`config.mk`:
```
export PLATFORM = sky130hd
export DESIGN_NAME = end_phrase_detector_top
export DESIGN_NICKNAME = d
export VERILOG_FILES = /design/src/sv/epd_pkg.sv /design/src/sv/epd_fifo.sv /design/src/sv/epd_front.sv /design/src/sv/epd_back.sv /design/src/sv/end_phrase_detector_top.sv
export SDC_FILE = /design/constraint.sdc
export NUM_CORES = 1
export LEC_CHECK = 0
export BUFFER_PORTS_ARGS = -buffer_cell sky130_fd_sc_hd__buf_2
export CAP_MARGIN = 20
export CORE_MARGIN = 5
export CORE_UTILIZATION = 55
export DETAILED_ROUTE_END_ITERATION = 7
export HOLD_SLACK_MARGIN = 0.06
export PLACE_DENSITY = 0.77
export SLEW_MARGIN = 25
export SYNTH_ARGS = -nofsm -noshare
export SYNTH_HDL_FRONTEND = slang
export SYNTH_SLANG_ARGS = --single-unit
```
`constraint.sdc`:
```
create_clock -name clock -period 2.3 [get_ports clock]
set_input_delay 0.575 -clock clock [delete_from_list [all_inputs] [get_ports clock]]
set_output_delay 0.575 -clock clock [all_outputs]
set_load 0.02 [all_outputs]
```
`src/sv/epd_pkg.sv`:
```
// Shared types, codes and constants of the end phrase detector.
package epd_pkg;

   // One classified transcript byte as it travels from the front to the back.
   typedef struct packed {
      logic [7:0] text_byte;
      logic       is_zero;
      logic       is_blank;
      logic       is_mark;
   } word_type;

   localparam int WORD_W = $bits(word_type);

   // Scan phase codes.
   localparam logic [1:0] PH_LEAD  = 2'd0;
   localparam logic [1:0] PH_MATCH = 2'd1;
   localparam logic [1:0] PH_TAIL  = 2'd2;
   localparam logic [1:0] PH_FAIL  = 2'd3;

   // Partial three-byte mark codes.
   localparam logic [2:0] MK_NONE  = 3'd0;
   localparam logic [2:0] MK_E3    = 3'd1;
   localparam logic [2:0] MK_E3_80 = 3'd2;
   localparam logic [2:0] MK_EF    = 3'd3;
   localparam logic [2:0] MK_EF_BC = 3'd4;

   // Character constants.
   localparam logic [7:0] CH_NUL       = 8'h00;
   localparam logic [7:0] CH_TAB       = 8'h09;
   localparam logic [7:0] CH_CR        = 8'h0D;
   localparam logic [7:0] CH_SPACE     = 8'h20;
   localparam logic [7:0] CH_BANG      = 8'h21;
   localparam logic [7:0] CH_COMMA     = 8'h2C;
   localparam logic [7:0] CH_PERIOD    = 8'h2E;
   localparam logic [7:0] CH_SEMICOLON = 8'h3B;
   localparam logic [7:0] CH_QUESTION  = 8'h3F;

   localparam logic [7:0] MARK_LEAD_A  = 8'hE3;
   localparam logic [7:0] MARK_MID_A   = 8'h80;
   localparam logic [7:0] MARK_LEAD_B  = 8'hEF;
   localparam logic [7:0] MARK_MID_B   = 8'hBC;
   localparam logic [7:0] MARK_END_81  = 8'h81;
   localparam logic [7:0] MARK_END_82  = 8'h82;
   localparam logic [7:0] MARK_END_8C  = 8'h8C;
   localparam logic [7:0] MARK_END_8E  = 8'h8E;
   localparam logic [7:0] MARK_END_9B  = 8'h9B;
   localparam logic [7:0] MARK_END_9F  = 8'h9F;

   // The phrase in UTF-8; positions past its twelve bytes hold zero.
   localparam logic [7:0] PHRASE_BYTES [0:15] = '{
      8'hE7, 8'hBB, 8'h93, 8'hE6, 8'h9D, 8'h9F, 8'hE8, 8'h81,
      8'h8A, 8'hE5, 8'hA4, 8'hA9, 8'h00, 8'h00, 8'h00, 8'h00
   };

endpackage

```
`src/sv/epd_fifo.sv`:
```
// Small register based first-in first-out queue.
module epd_fifo #(
   parameter int WIDTH = 8,
   parameter int DEPTH = 2
) (
   input  logic             clock,
   input  logic             reset,
   input  logic             push,
   input  logic [WIDTH-1:0] wr_data,
   output logic             full,
   input  logic             pop,
   output logic [WIDTH-1:0] rd_data,
   output logic             empty
);

   localparam int PTR_W = (DEPTH > 1) ? $clog2(DEPTH) : 1;
   localparam int CNT_W = $clog2(DEPTH + 1);

   logic [WIDTH-1:0] mem_ff [DEPTH];
   logic [PTR_W-1:0] wr_ptr_ff, wr_ptr_in;
   logic [PTR_W-1:0] rd_ptr_ff, rd_ptr_in;
   logic [CNT_W-1:0] count_ff, count_in;
   logic             do_push, do_pop;

   assign full    = (count_ff == CNT_W'(DEPTH));
   assign empty   = (count_ff == '0);
   assign do_push = push && !full;
   assign do_pop  = pop && !empty;
   assign rd_data = mem_ff[rd_ptr_ff];

   always_comb begin
      wr_ptr_in = wr_ptr_ff;
      rd_ptr_in = rd_ptr_ff;
      count_in  = count_ff;
      if (do_push) begin
         wr_ptr_in = (wr_ptr_ff == PTR_W'(DEPTH - 1)) ? '0 : wr_ptr_ff + PTR_W'(1);
      end
      if (do_pop) begin
         rd_ptr_in = (rd_ptr_ff == PTR_W'(DEPTH - 1)) ? '0 : rd_ptr_ff + PTR_W'(1);
      end
      if (do_push && !do_pop) begin
         count_in = count_ff + CNT_W'(1);
      end else if (do_pop && !do_push) begin
         count_in = count_ff - CNT_W'(1);
      end
   end

   always_ff @(posedge clock) begin
      if (reset) begin
         wr_ptr_ff <= '0;
         rd_ptr_ff <= '0;
         count_ff  <= '0;
      end else begin
         wr_ptr_ff <= wr_ptr_in;
         rd_ptr_ff <= rd_ptr_in;
         count_ff  <= count_in;
      end
   end

   always_ff @(posedge clock) begin
      if (do_push) begin
         mem_ff[wr_ptr_ff] <= wr_data;
      end
   end

endmodule

```
`src/sv/epd_front.sv`:
```
// Front end: accepts transcript bytes and classifies them into words.
module epd_front import epd_pkg::*; (
   input  logic       clock,
   input  logic       reset,
   input  logic       req_push,
   input  logic [7:0] req_text_byte,
   output logic       req_full,
   output logic       fe_valid,
   output word_type   fe_word,
   input  logic       fe_full
);

   logic     valid_ff, valid_in;
   word_type word_ff, word_in;
   logic     accept;
   logic [7:0] b;

   assign b        = req_text_byte;
   assign req_full = valid_ff && fe_full;
   assign accept   = req_push && !req_full;
   assign fe_valid = valid_ff;
   assign fe_word  = word_ff;

   always_comb begin
      word_in.text_byte = b;
      word_in.is_zero   = (b == CH_NUL);
      word_in.is_blank  = (b == CH_SPACE) || ((b >= CH_TAB) && (b <= CH_CR));
      word_in.is_mark   = (b == CH_PERIOD) || (b == CH_COMMA) || (b == CH_BANG) ||
                          (b == CH_QUESTION) || (b == CH_SEMICOLON);
      if (accept) begin
         valid_in = 1'b1;
      end else if (valid_ff && !fe_full) begin
         valid_in = 1'b0;
      end else begin
         valid_in = valid_ff;
      end
   end

   always_ff @(posedge clock) begin
      if (reset) begin
         valid_ff <= 1'b0;
      end else begin
         valid_ff <= valid_in;
      end
   end

   always_ff @(posedge clock) begin
      if (accept) begin
         word_ff <= word_in;
      end
   end

endmodule

```
`src/sv/epd_back.sv`:
```
// Back end: runs the phrase and trailing-mark scan and issues verdicts.
module epd_back import epd_pkg::*; #(
   parameter int PHRASE_LENGTH = 12
) (
   input  logic     clock,
   input  logic     reset,
   input  word_type q_word,
   input  logic     q_empty,
   output logic     q_pop,
   output logic     v_push,
   output logic     v_data,
   input  logic     v_full
);

   logic [1:0] phase_ff, phase_in;
   logic [3:0] pos_ff, pos_in;
   logic [2:0] mark_ff, mark_in;
   logic [3:0] pos_next;
   logic       byte_hit;
   logic       phrase_done;
   logic [1:0] adv_phase;
   logic [1:0] tail_phase;
   logic [2:0] tail_mark;
   logic [7:0] b;

   assign b           = q_word.text_byte;
   assign q_pop       = !q_empty && !v_full;
   assign v_push      = q_pop && q_word.is_zero;
   assign v_data      = (phase_ff == PH_TAIL) && (mark_ff == MK_NONE);
   assign byte_hit    = (b == PHRASE_BYTES[pos_ff]);
   assign pos_next    = pos_ff + 4'd1;
   assign phrase_done = ({1'b0, pos_next} >= 5'(PHRASE_LENGTH)) || (pos_next == 4'd0);
   assign adv_phase   = !byte_hit ? PH_FAIL : (phrase_done ? PH_TAIL : PH_MATCH);

   always_comb begin
      tail_phase = PH_TAIL;
      tail_mark  = mark_ff;
      unique case (mark_ff)
         MK_NONE: begin
            if (q_word.is_blank || q_word.is_mark) begin
               tail_mark = MK_NONE;
            end else if (b == MARK_LEAD_A) begin
               tail_mark = MK_E3;
            end else if (b == MARK_LEAD_B) begin
               tail_mark = MK_EF;
            end else begin
               tail_phase = PH_FAIL;
            end
         end
         MK_E3: begin
            if (b == MARK_MID_A) begin
               tail_mark = MK_E3_80;
            end else begin
               tail_phase = PH_FAIL;
            end
         end
         MK_E3_80: begin
            if ((b == MARK_END_81) || (b == MARK_END_82)) begin
               tail_mark = MK_NONE;
            end else begin
               tail_phase = PH_FAIL;
            end
         end
         MK_EF: begin
            if (b == MARK_MID_B) begin
               tail_mark = MK_EF_BC;
            end else begin
               tail_phase = PH_FAIL;
            end
         end
         MK_EF_BC: begin
            if ((b == MARK_END_81) || (b == MARK_END_8C) || (b == MARK_END_8E) ||
                (b == MARK_END_9B) || (b == MARK_END_9F)) begin
               tail_mark = MK_NONE;
            end else begin
               tail_phase = PH_FAIL;
            end
         end
         default: begin
            tail_phase = PH_FAIL;
         end
      endcase
   end

   always_comb begin
      phase_in = phase_ff;
      pos_in   = pos_ff;
      mark_in  = mark_ff;
      if (q_pop) begin
         if (q_word.is_zero) begin
            phase_in = PH_LEAD;
            pos_in   = 4'd0;
            mark_in  = MK_NONE;
         end else begin
            unique case (phase_ff)
               PH_LEAD: begin
                  if (!q_word.is_blank) begin
                     phase_in = adv_phase;
                     pos_in   = byte_hit ? pos_next : pos_ff;
                  end
               end
               PH_MATCH: begin
                  phase_in = adv_phase;
                  pos_in   = byte_hit ? pos_next : pos_ff;
               end
               PH_TAIL: begin
                  phase_in = tail_phase;
                  mark_in  = tail_mark;
               end
               default: begin
                  phase_in = PH_FAIL;
               end
            endcase
         end
      end
   end

   always_ff @(posedge clock) begin
      if (reset) begin
         phase_ff <= PH_LEAD;
         pos_ff   <= 4'd0;
         mark_ff  <= MK_NONE;
      end else begin
         phase_ff <= phase_in;
         pos_ff   <= pos_in;
         mark_ff  <= mark_in;
      end
   end

endmodule

```
`src/sv/end_phrase_detector_top.sv`:
```
// Top level of the end phrase detector: front end, word queue, back end and verdict queue.
// The block takes one transcript byte per cycle while req_full is low and gives one verdict
// for each zero byte, in order; rsp_end_requested is 1 when the transcript was the closing
// phrase followed only by whitespace or the allowed punctuation marks. A zero byte passes
// through the classifying front register and the word queue, after which the back end
// pushes its verdict straight into the verdict queue, where it becomes visible. Stalls on
// the result side fill the verdict queue, then the word queue, then the front register.
module end_phrase_detector_top import epd_pkg::*; #(
   parameter int PHRASE_LENGTH = 12,
   parameter int QUEUE_DEPTH   = 2
) (
   input  logic       clock,
   input  logic       reset,
   input  logic       req_push,
   input  logic [7:0] req_text_byte,
   output logic       req_full,
   output logic       rsp_empty,
   input  logic       rsp_pop,
   output logic       rsp_end_requested
);

   logic     fe_valid;
   word_type fe_word;
   logic     q_full;
   logic     q_empty;
   logic     q_pop;
   logic [WORD_W-1:0] q_data;
   logic     v_push;
   logic     v_data;
   logic     v_full;

   epd_front u_front (
      .clock         (clock),
      .reset         (reset),
      .req_push      (req_push),
      .req_text_byte (req_text_byte),
      .req_full      (req_full),
      .fe_valid      (fe_valid),
      .fe_word       (fe_word),
      .fe_full       (q_full)
   );

   epd_fifo #(
      .WIDTH (WORD_W),
      .DEPTH (QUEUE_DEPTH)
   ) u_word_queue (
      .clock   (clock),
      .reset   (reset),
      .push    (fe_valid),
      .wr_data (fe_word),
      .full    (q_full),
      .pop     (q_pop),
      .rd_data (q_data),
      .empty   (q_empty)
   );

   epd_back #(
      .PHRASE_LENGTH (PHRASE_LENGTH)
   ) u_back (
      .clock   (clock),
      .reset   (reset),
      .q_word  (word_type'(q_data)),
      .q_empty (q_empty),
      .q_pop   (q_pop),
      .v_push  (v_push),
      .v_data  (v_data),
      .v_full  (v_full)
   );

   epd_fifo #(
      .WIDTH (1),
      .DEPTH (2)
   ) u_verdict_queue (
      .clock   (clock),
      .reset   (reset),
      .push    (v_push),
      .wr_data (v_data),
      .full    (v_full),
      .pop     (rsp_pop),
      .rd_data (rsp_end_requested),
      .empty   (rsp_empty)
   );

endmodule

```
== Yosys cells after proc, flatten, opt, wreduce, memory -nomap -nowiden ==
Memory sizes are Yosys's and may differ from the RTL's. A register that Yosys moved wholly into a read port is not among the register bits.
Cells that the tools add are included.
Cells by class
  reductions and logical operators: 50
  eq/ne operators: 31
  bitwise operators: 1
  multiplexer cells: 47
  add/subtract/negate cells: 9
  magnitude comparators: 4
Operators with widths (number)
  == test 8 bit (second input constant): 10
  == test 8 x 6 -> 1 bit (second input constant): 6
  2-to-1 mux 3 bit: 9
  2-to-1 mux 2 bit: 10
  2-to-1 mux 1 bit: 19
  2-to-1 mux 8 bit: 2
  one-hot mux 3 bit (5 select lines): 1
  logical AND 1 bit: 14
  logical OR 1 bit: 12
  2-to-1 mux 4 bit: 3
  inequality test 3 x 1 -> 1 bit (second input constant): 4
  one-hot mux 2 bit (5 select lines): 1
  logical NOT 1 bit: 9
  == test 8 bit: 1
  greater-or-equal comparator 8 x 4 -> 1 bit (second input constant): 1
  less-or-equal comparator 8 x 4 -> 1 bit (second input constant): 1
  logical NOT 8 bit: 1
  one-hot mux 4 bit (2 select lines): 1
  AND reduction 8 bit: 1
  nonzero test 2 bit: 4
  == test 2 bit (second input constant): 3
  == test 3 x 2 -> 1 bit (second input constant): 2
  logical NOT 2 bit: 3
  one-hot mux 2 bit (3 select lines): 1
  18 further kinds: 23
Word-level totals
  memories kept: 3
  register bits: 29
  memory bits (read-only): 128
  output and inout port bits: 3
  memory bits (writable): 24
Memories
  (no name shown): depth 16, bits a word 8, read ports 1, clocked after memory_dff 0, write ports 0, line epd_back.sv:30  | assign byte_hit = (b == PHRASE_BYTES[pos_ff]);
  u_word_queue.mem_ff: depth 2, bits a word 11, read ports 1, clocked after memory_dff 1, write ports 1, line epd_fifo.sv:19  | logic [WIDTH-1:0] mem_ff [DEPTH];
  u_verdict_queue.mem_ff: depth 2, bits a word 1, read ports 1, clocked after memory_dff 1, write ports 1, line epd_fifo.sv:19

== Logic depth before layout (Yosys ltp) ==
  word-level depth: 9
  mapped depth: 9
  gate-level depth less buffers: 9

== By module ==
From an unflattened synthesis, not the netlist that was laid out.
Unflattened totals
  cells, all modules: 286
  area total of the unflattened synthesis: 3050.4 sq um
Modules (own cells, without submodules)
  epd_back: instances 1, area each 1268.7 sq um, sequential area each 180.2 sq um, cells each 169
  epd_fifo (u_word_queue): instances 1, area each 1007.2 sq um, sequential area each 760.7 sq um, cells each 59
  epd_front: instances 1, area each 485.5 sq um, sequential area each 350.3 sq um, cells each 30
  epd_fifo (u_verdict_queue): instances 1, area each 289.0 sq um, sequential area each 160.2 sq um, cells each 28

== Worst setup path after synthesis ==
OpenSTA, ideal clock, no wires.
  kind: register -> register
  start point: register u_back.pos_ff[1]
  end point: register u_back.pos_ff[0]
  arrival time: 2334 ps
  path slack: -157 ps
  stages on the path, launching flop included: 10
  cell sequence: dfxtp_1 -> inv_1 -> ha_1 -> mux2_1 -> mux2i_1 -> xor2_1 -> nand3_1 -> nor4_2 -> a211oi_2 -> mux2_1
Between the ends
  word-level cells in the longest chain between the ends: 9
RTL lines
  start: declaration: line epd_back.sv:16  | logic [3:0] pos_ff, pos_in;
  start signal: assignment: line epd_back.sv:125  | pos_ff <= pos_in;
  NOT 4 -> 5 bit (not written as such) (*): line epd_back.sv:30
  memory read (16 x 8 bit) (*)
  2-to-1 mux 8 bit (not written as such) (*) (2 in series): line epd_back.sv:30
  == test 8 bit (*): line epd_back.sv:30
  2-to-1 mux 4 bit (*)
  2-to-1 mux 4 bit
  one-hot mux 4 bit (2 select lines) (*)
  2-to-1 mux 4 bit (*)
Mark *: on every way between the ends. The rest lies on a longest branch, timed or not. The select of a mux whose other input is x is not followed.
A chain may end at the register's enable or synchronous reset.

== Final worst setup path ==
Ends and elaborated chain as after synthesis.

==> impl_results.md <==
- First-pass GRT wire length: between 8 and 9 mm
- Vias in the first global route: 1975
- Worst-path clk slew: roughly 0.09 ns
- Psw: 900 µW
- Synth cell types: between 50 and 60
- #FFs+latches synth: 55
- Critical R2R Capture: u_back.pos_ff[0]
- Crit start category: flop
- Worst vdd ir: 0.468 mV
- Total core area: 0.00514 mm²
- Worst EP required: 2.49 ns
- Headroom to the max-slew limit: 0.695
- Max-slew violations: 0
- Flop pwr share: 0.472
- Worst R2R Setup Slack: around 0.031 ns
- Post-synth EDFFs: 35
- Syn nets: just under 300
- Leak: 1.26 nW
- Layout cells sized above 1: 0.263
- CTS sink count: 55
- Internal: about 1.8 mW
- Mapped cell area: 0.00293 mm²
- DR vias/cell: 5.60
- Post-synth top flop: edfxtp_1
- Htree depth: 2
- Final critical-path required period: approximately 2.3 ns
- Port Buffers: 14
- Final hold slack: 0.453 ns
- Worst skew pair latency: 0.31 ns
- Commonest non-fill, non-tap cell in the layout: edfxtp_1
- Tcrit/Tclk final: 0.987
- RSZ-0062 raised after global routing: true
- GRT Total Usage: 0.154
- Crit path setup slack, layout: 0.0310 ns
- CTS Buf Count: 5
- Logic pwr share: 0.337
- First drt pass iteration count: 4
- Post-route ant nets: 0
- Crit path largest cell delay: 0.37 ns
- Maximum clock path buffer count: 2
- Diode count: 0
- Slowest CP cell: dfxtp_2
- Layout area overhead: 19.1%
- Crit end category: flop
- CP Cell Sequence: inv_2 -> ha_4 -> or2_2 -> a21oi_2 -> o31a_1 -> nand2b_1 -> nor4_2 -> a211oi_2 -> mux2_4
- Yosys warnings: 0
- Synth area leaders: edfxtp_1 (36%), dfxtp_1 (14%), mux2i_1 (3.8%)
- Worst R2R Start: u_back.pos_ff[1]
- Seq/Total Area, Yosys: 0.495
- F_max: ~440 MHz
- Post-place setup slack: -0.0324 ns
- Least-Margin Pin Slew: 0.451 ns
- WP data arrival: 2.46 ns
- CTS tree: yes
- Initial DRC Count: between 100 and 150
- FP Rows: 26
- Setup clock skew after layout: 0.00865 ns
- Drt total wl: 5.35 mm
- Layout Nets: 338
- Share of the synthesized area in the top cell type: 0.358
- HPWL Detailed: between 3 and 4 mm
- Status: completed
- Overflow after GRT: 0
- Routed vias: 2178
- Starting density of the core: 0.571
- Clk root buf: clkbuf_8
- Switch share: 0.330
- Area leader, netlist: edfxtp_1
- Mean Syn Cell Area: 10.7 µm²
- HP Class: flop to flop
- Worst setup path end: u_back.pos_ff[0]
- CP max FO: 4
- Antenna violations before repair: 0
- Per-cell routed wire length: 13.7 µm
- Kind of critical path: flop to flop
- Endpoints failing setup: 0
- Routability congestion estimate: 0.845
- Power Dens Cells: 781 mW/mm²
- Worst-case reg-to-reg path depth: 9
- Post-synth ARST share: 0
- Fin. Hold Viols: 0
- Largest net degree at the start of global routing: 19
- Clock Power Share: 0.191
- # DRC: 0
- Die area: 0.00689 mm²
- Post-Synthesis Cells: approximately 270
- Worst setup startpoint: u_back.pos_ff[1]
- Die X: 83.0 µm
- Die H: 83.0 µm
- Max cap viols: 0
- Most frequent cells in the layout: edfxtp_1 (35), buf_4 (29), nor2_1 (27), dfxtp_1 (17), nand2_1 (15)
- Num ports: 15
[worst min path at each step]
stage | cells after the start | startpoint | to | slack (ns)
3_5_place_dp | 0 | u_front.fe_word[6] | u_word_queue.mem_ff[0][6] | 0.43
6_report | 0 | u_front.fe_word[6] | u_word_queue.mem_ff[0][6] | 0.45
5_1_grt | 0 | u_front.fe_word[4] | u_word_queue.mem_ff[1][4] | 0.47
4_1_cts | 0 | u_front.fe_word[6] | u_word_queue.mem_ff[0][6] | 0.45
2_1_floorplan | 0 | u_front.fe_word[0] | u_word_queue.mem_ff[0][0] | 0.42
3_3_place_gp | 0 | u_front.fe_word[6] | u_word_queue.mem_ff[0][6] | 0.42
[worst max-delay path: cells and delay by family, from the launching register on]
kind            cells  cell delay (ns)
mux                 1             0.29
flops               1             0.37
simple gates        3             0.70
fa+ha+maj           1             0.23
buf+inv             1             0.07
compound gates      3             0.50
[sequential cells by signal (all words and copies together), names as in the netlist, 2 cells and up, named ones only]
register and flops:
u_verdict_queue.mem_ff 2, u_back.mark_ff 3, u_verdict_queue.count_ff 2, u_back.phase_ff 2, u_word_queue.count_ff 2, u_front.fe_word 11
u_back.pos_ff 4, u_word_queue.mem_ff 22
[cell families after synthesis]
group | share of synthesized area
simple gates | 0.207
flops | 0.495
compound gates | 0.116
buf+inv | 0.0320
mux | 0.0653
xor+xnor | 0.0508
fa+ha+maj | 0.0341
[cell usage after synthesis (4+ instances only)]
cell      count
edfxtp_1     35
nor2_1       27
dfxtp_1      20
nand2_1      15
a21oi_1      12
inv_1        11
mux2i_1      11
nand3_1       9
o21ai_0       9
xor2_1        9
ha_1          8
xnor2_1       8
nand2b_1      7
nor3_1        7
nor2b_1       5
or3_1         5
mux2_2        4
nor4_1        4
[layout make-up]
type                            instances  area, µm²
Tap cell                               70       87.6
Sequential cell                        55       1460
Clock inverter                          3       17.5
Multi-Input combinational cell        199       1480
Clock buffer                            5       68.8
Inverter                               11       43.8
Timing Repair Buffer                   46        339
Fill cell                             416       1650
[power groups by stage]
stage | logic [mW] | registers [mW] | clock network [mW]
after CTS | 0.888 | 1.29 | 0.534
after floorplan | 0.650 | 1.29 | 0
after global placement | 0.858 | 1.31 | 0
final | 0.921 | 1.29 | 0.521
after detailed placement | 0.880 | 1.31 | 0
after global routing | 1.02 | 1.31 | 0.577
[metal layers]
layer | track usage | part of all wire | up-vias
li1 | - | - | 1104
met5 | 0 | 0 | -
met4 | 0.0461 | 0.0086 | 0
met2 | 0.270 | 0.50 | 26
met3 | 0.0327 | 0.031 | 4
met1 | 0.188 | 0.46 | 1044
[timing repair]
item                                    in CTS  in global routing
endpoints found under the setup margin       4                  9
hold buffers                                 0                  0
resized for setup                            6                 13
pin swaps                                    4                 12
setup buffers                                3                  3
[stage by stage]
step / total power [mW] / std cells / utilization / instance area [µm²] / setup TNS [ns]
after global placement: 2.16 / 375 / 0.637 / 3270 / -0.0184
final: 2.73 / 389 / 0.680 / 3490 / 0
after CTS: 2.71 / 386 / 0.660 / 3390 / 0
after global routing: 2.90 / 389 / 0.680 / 3490 / -0.372
after floorplan: 1.94 / 274 / - / 2950 / 0
after detailed placement: 2.19 / 375 / 0.637 / 3270 / -0.101
No activity file was read; power rests on OpenSTA's default activity.
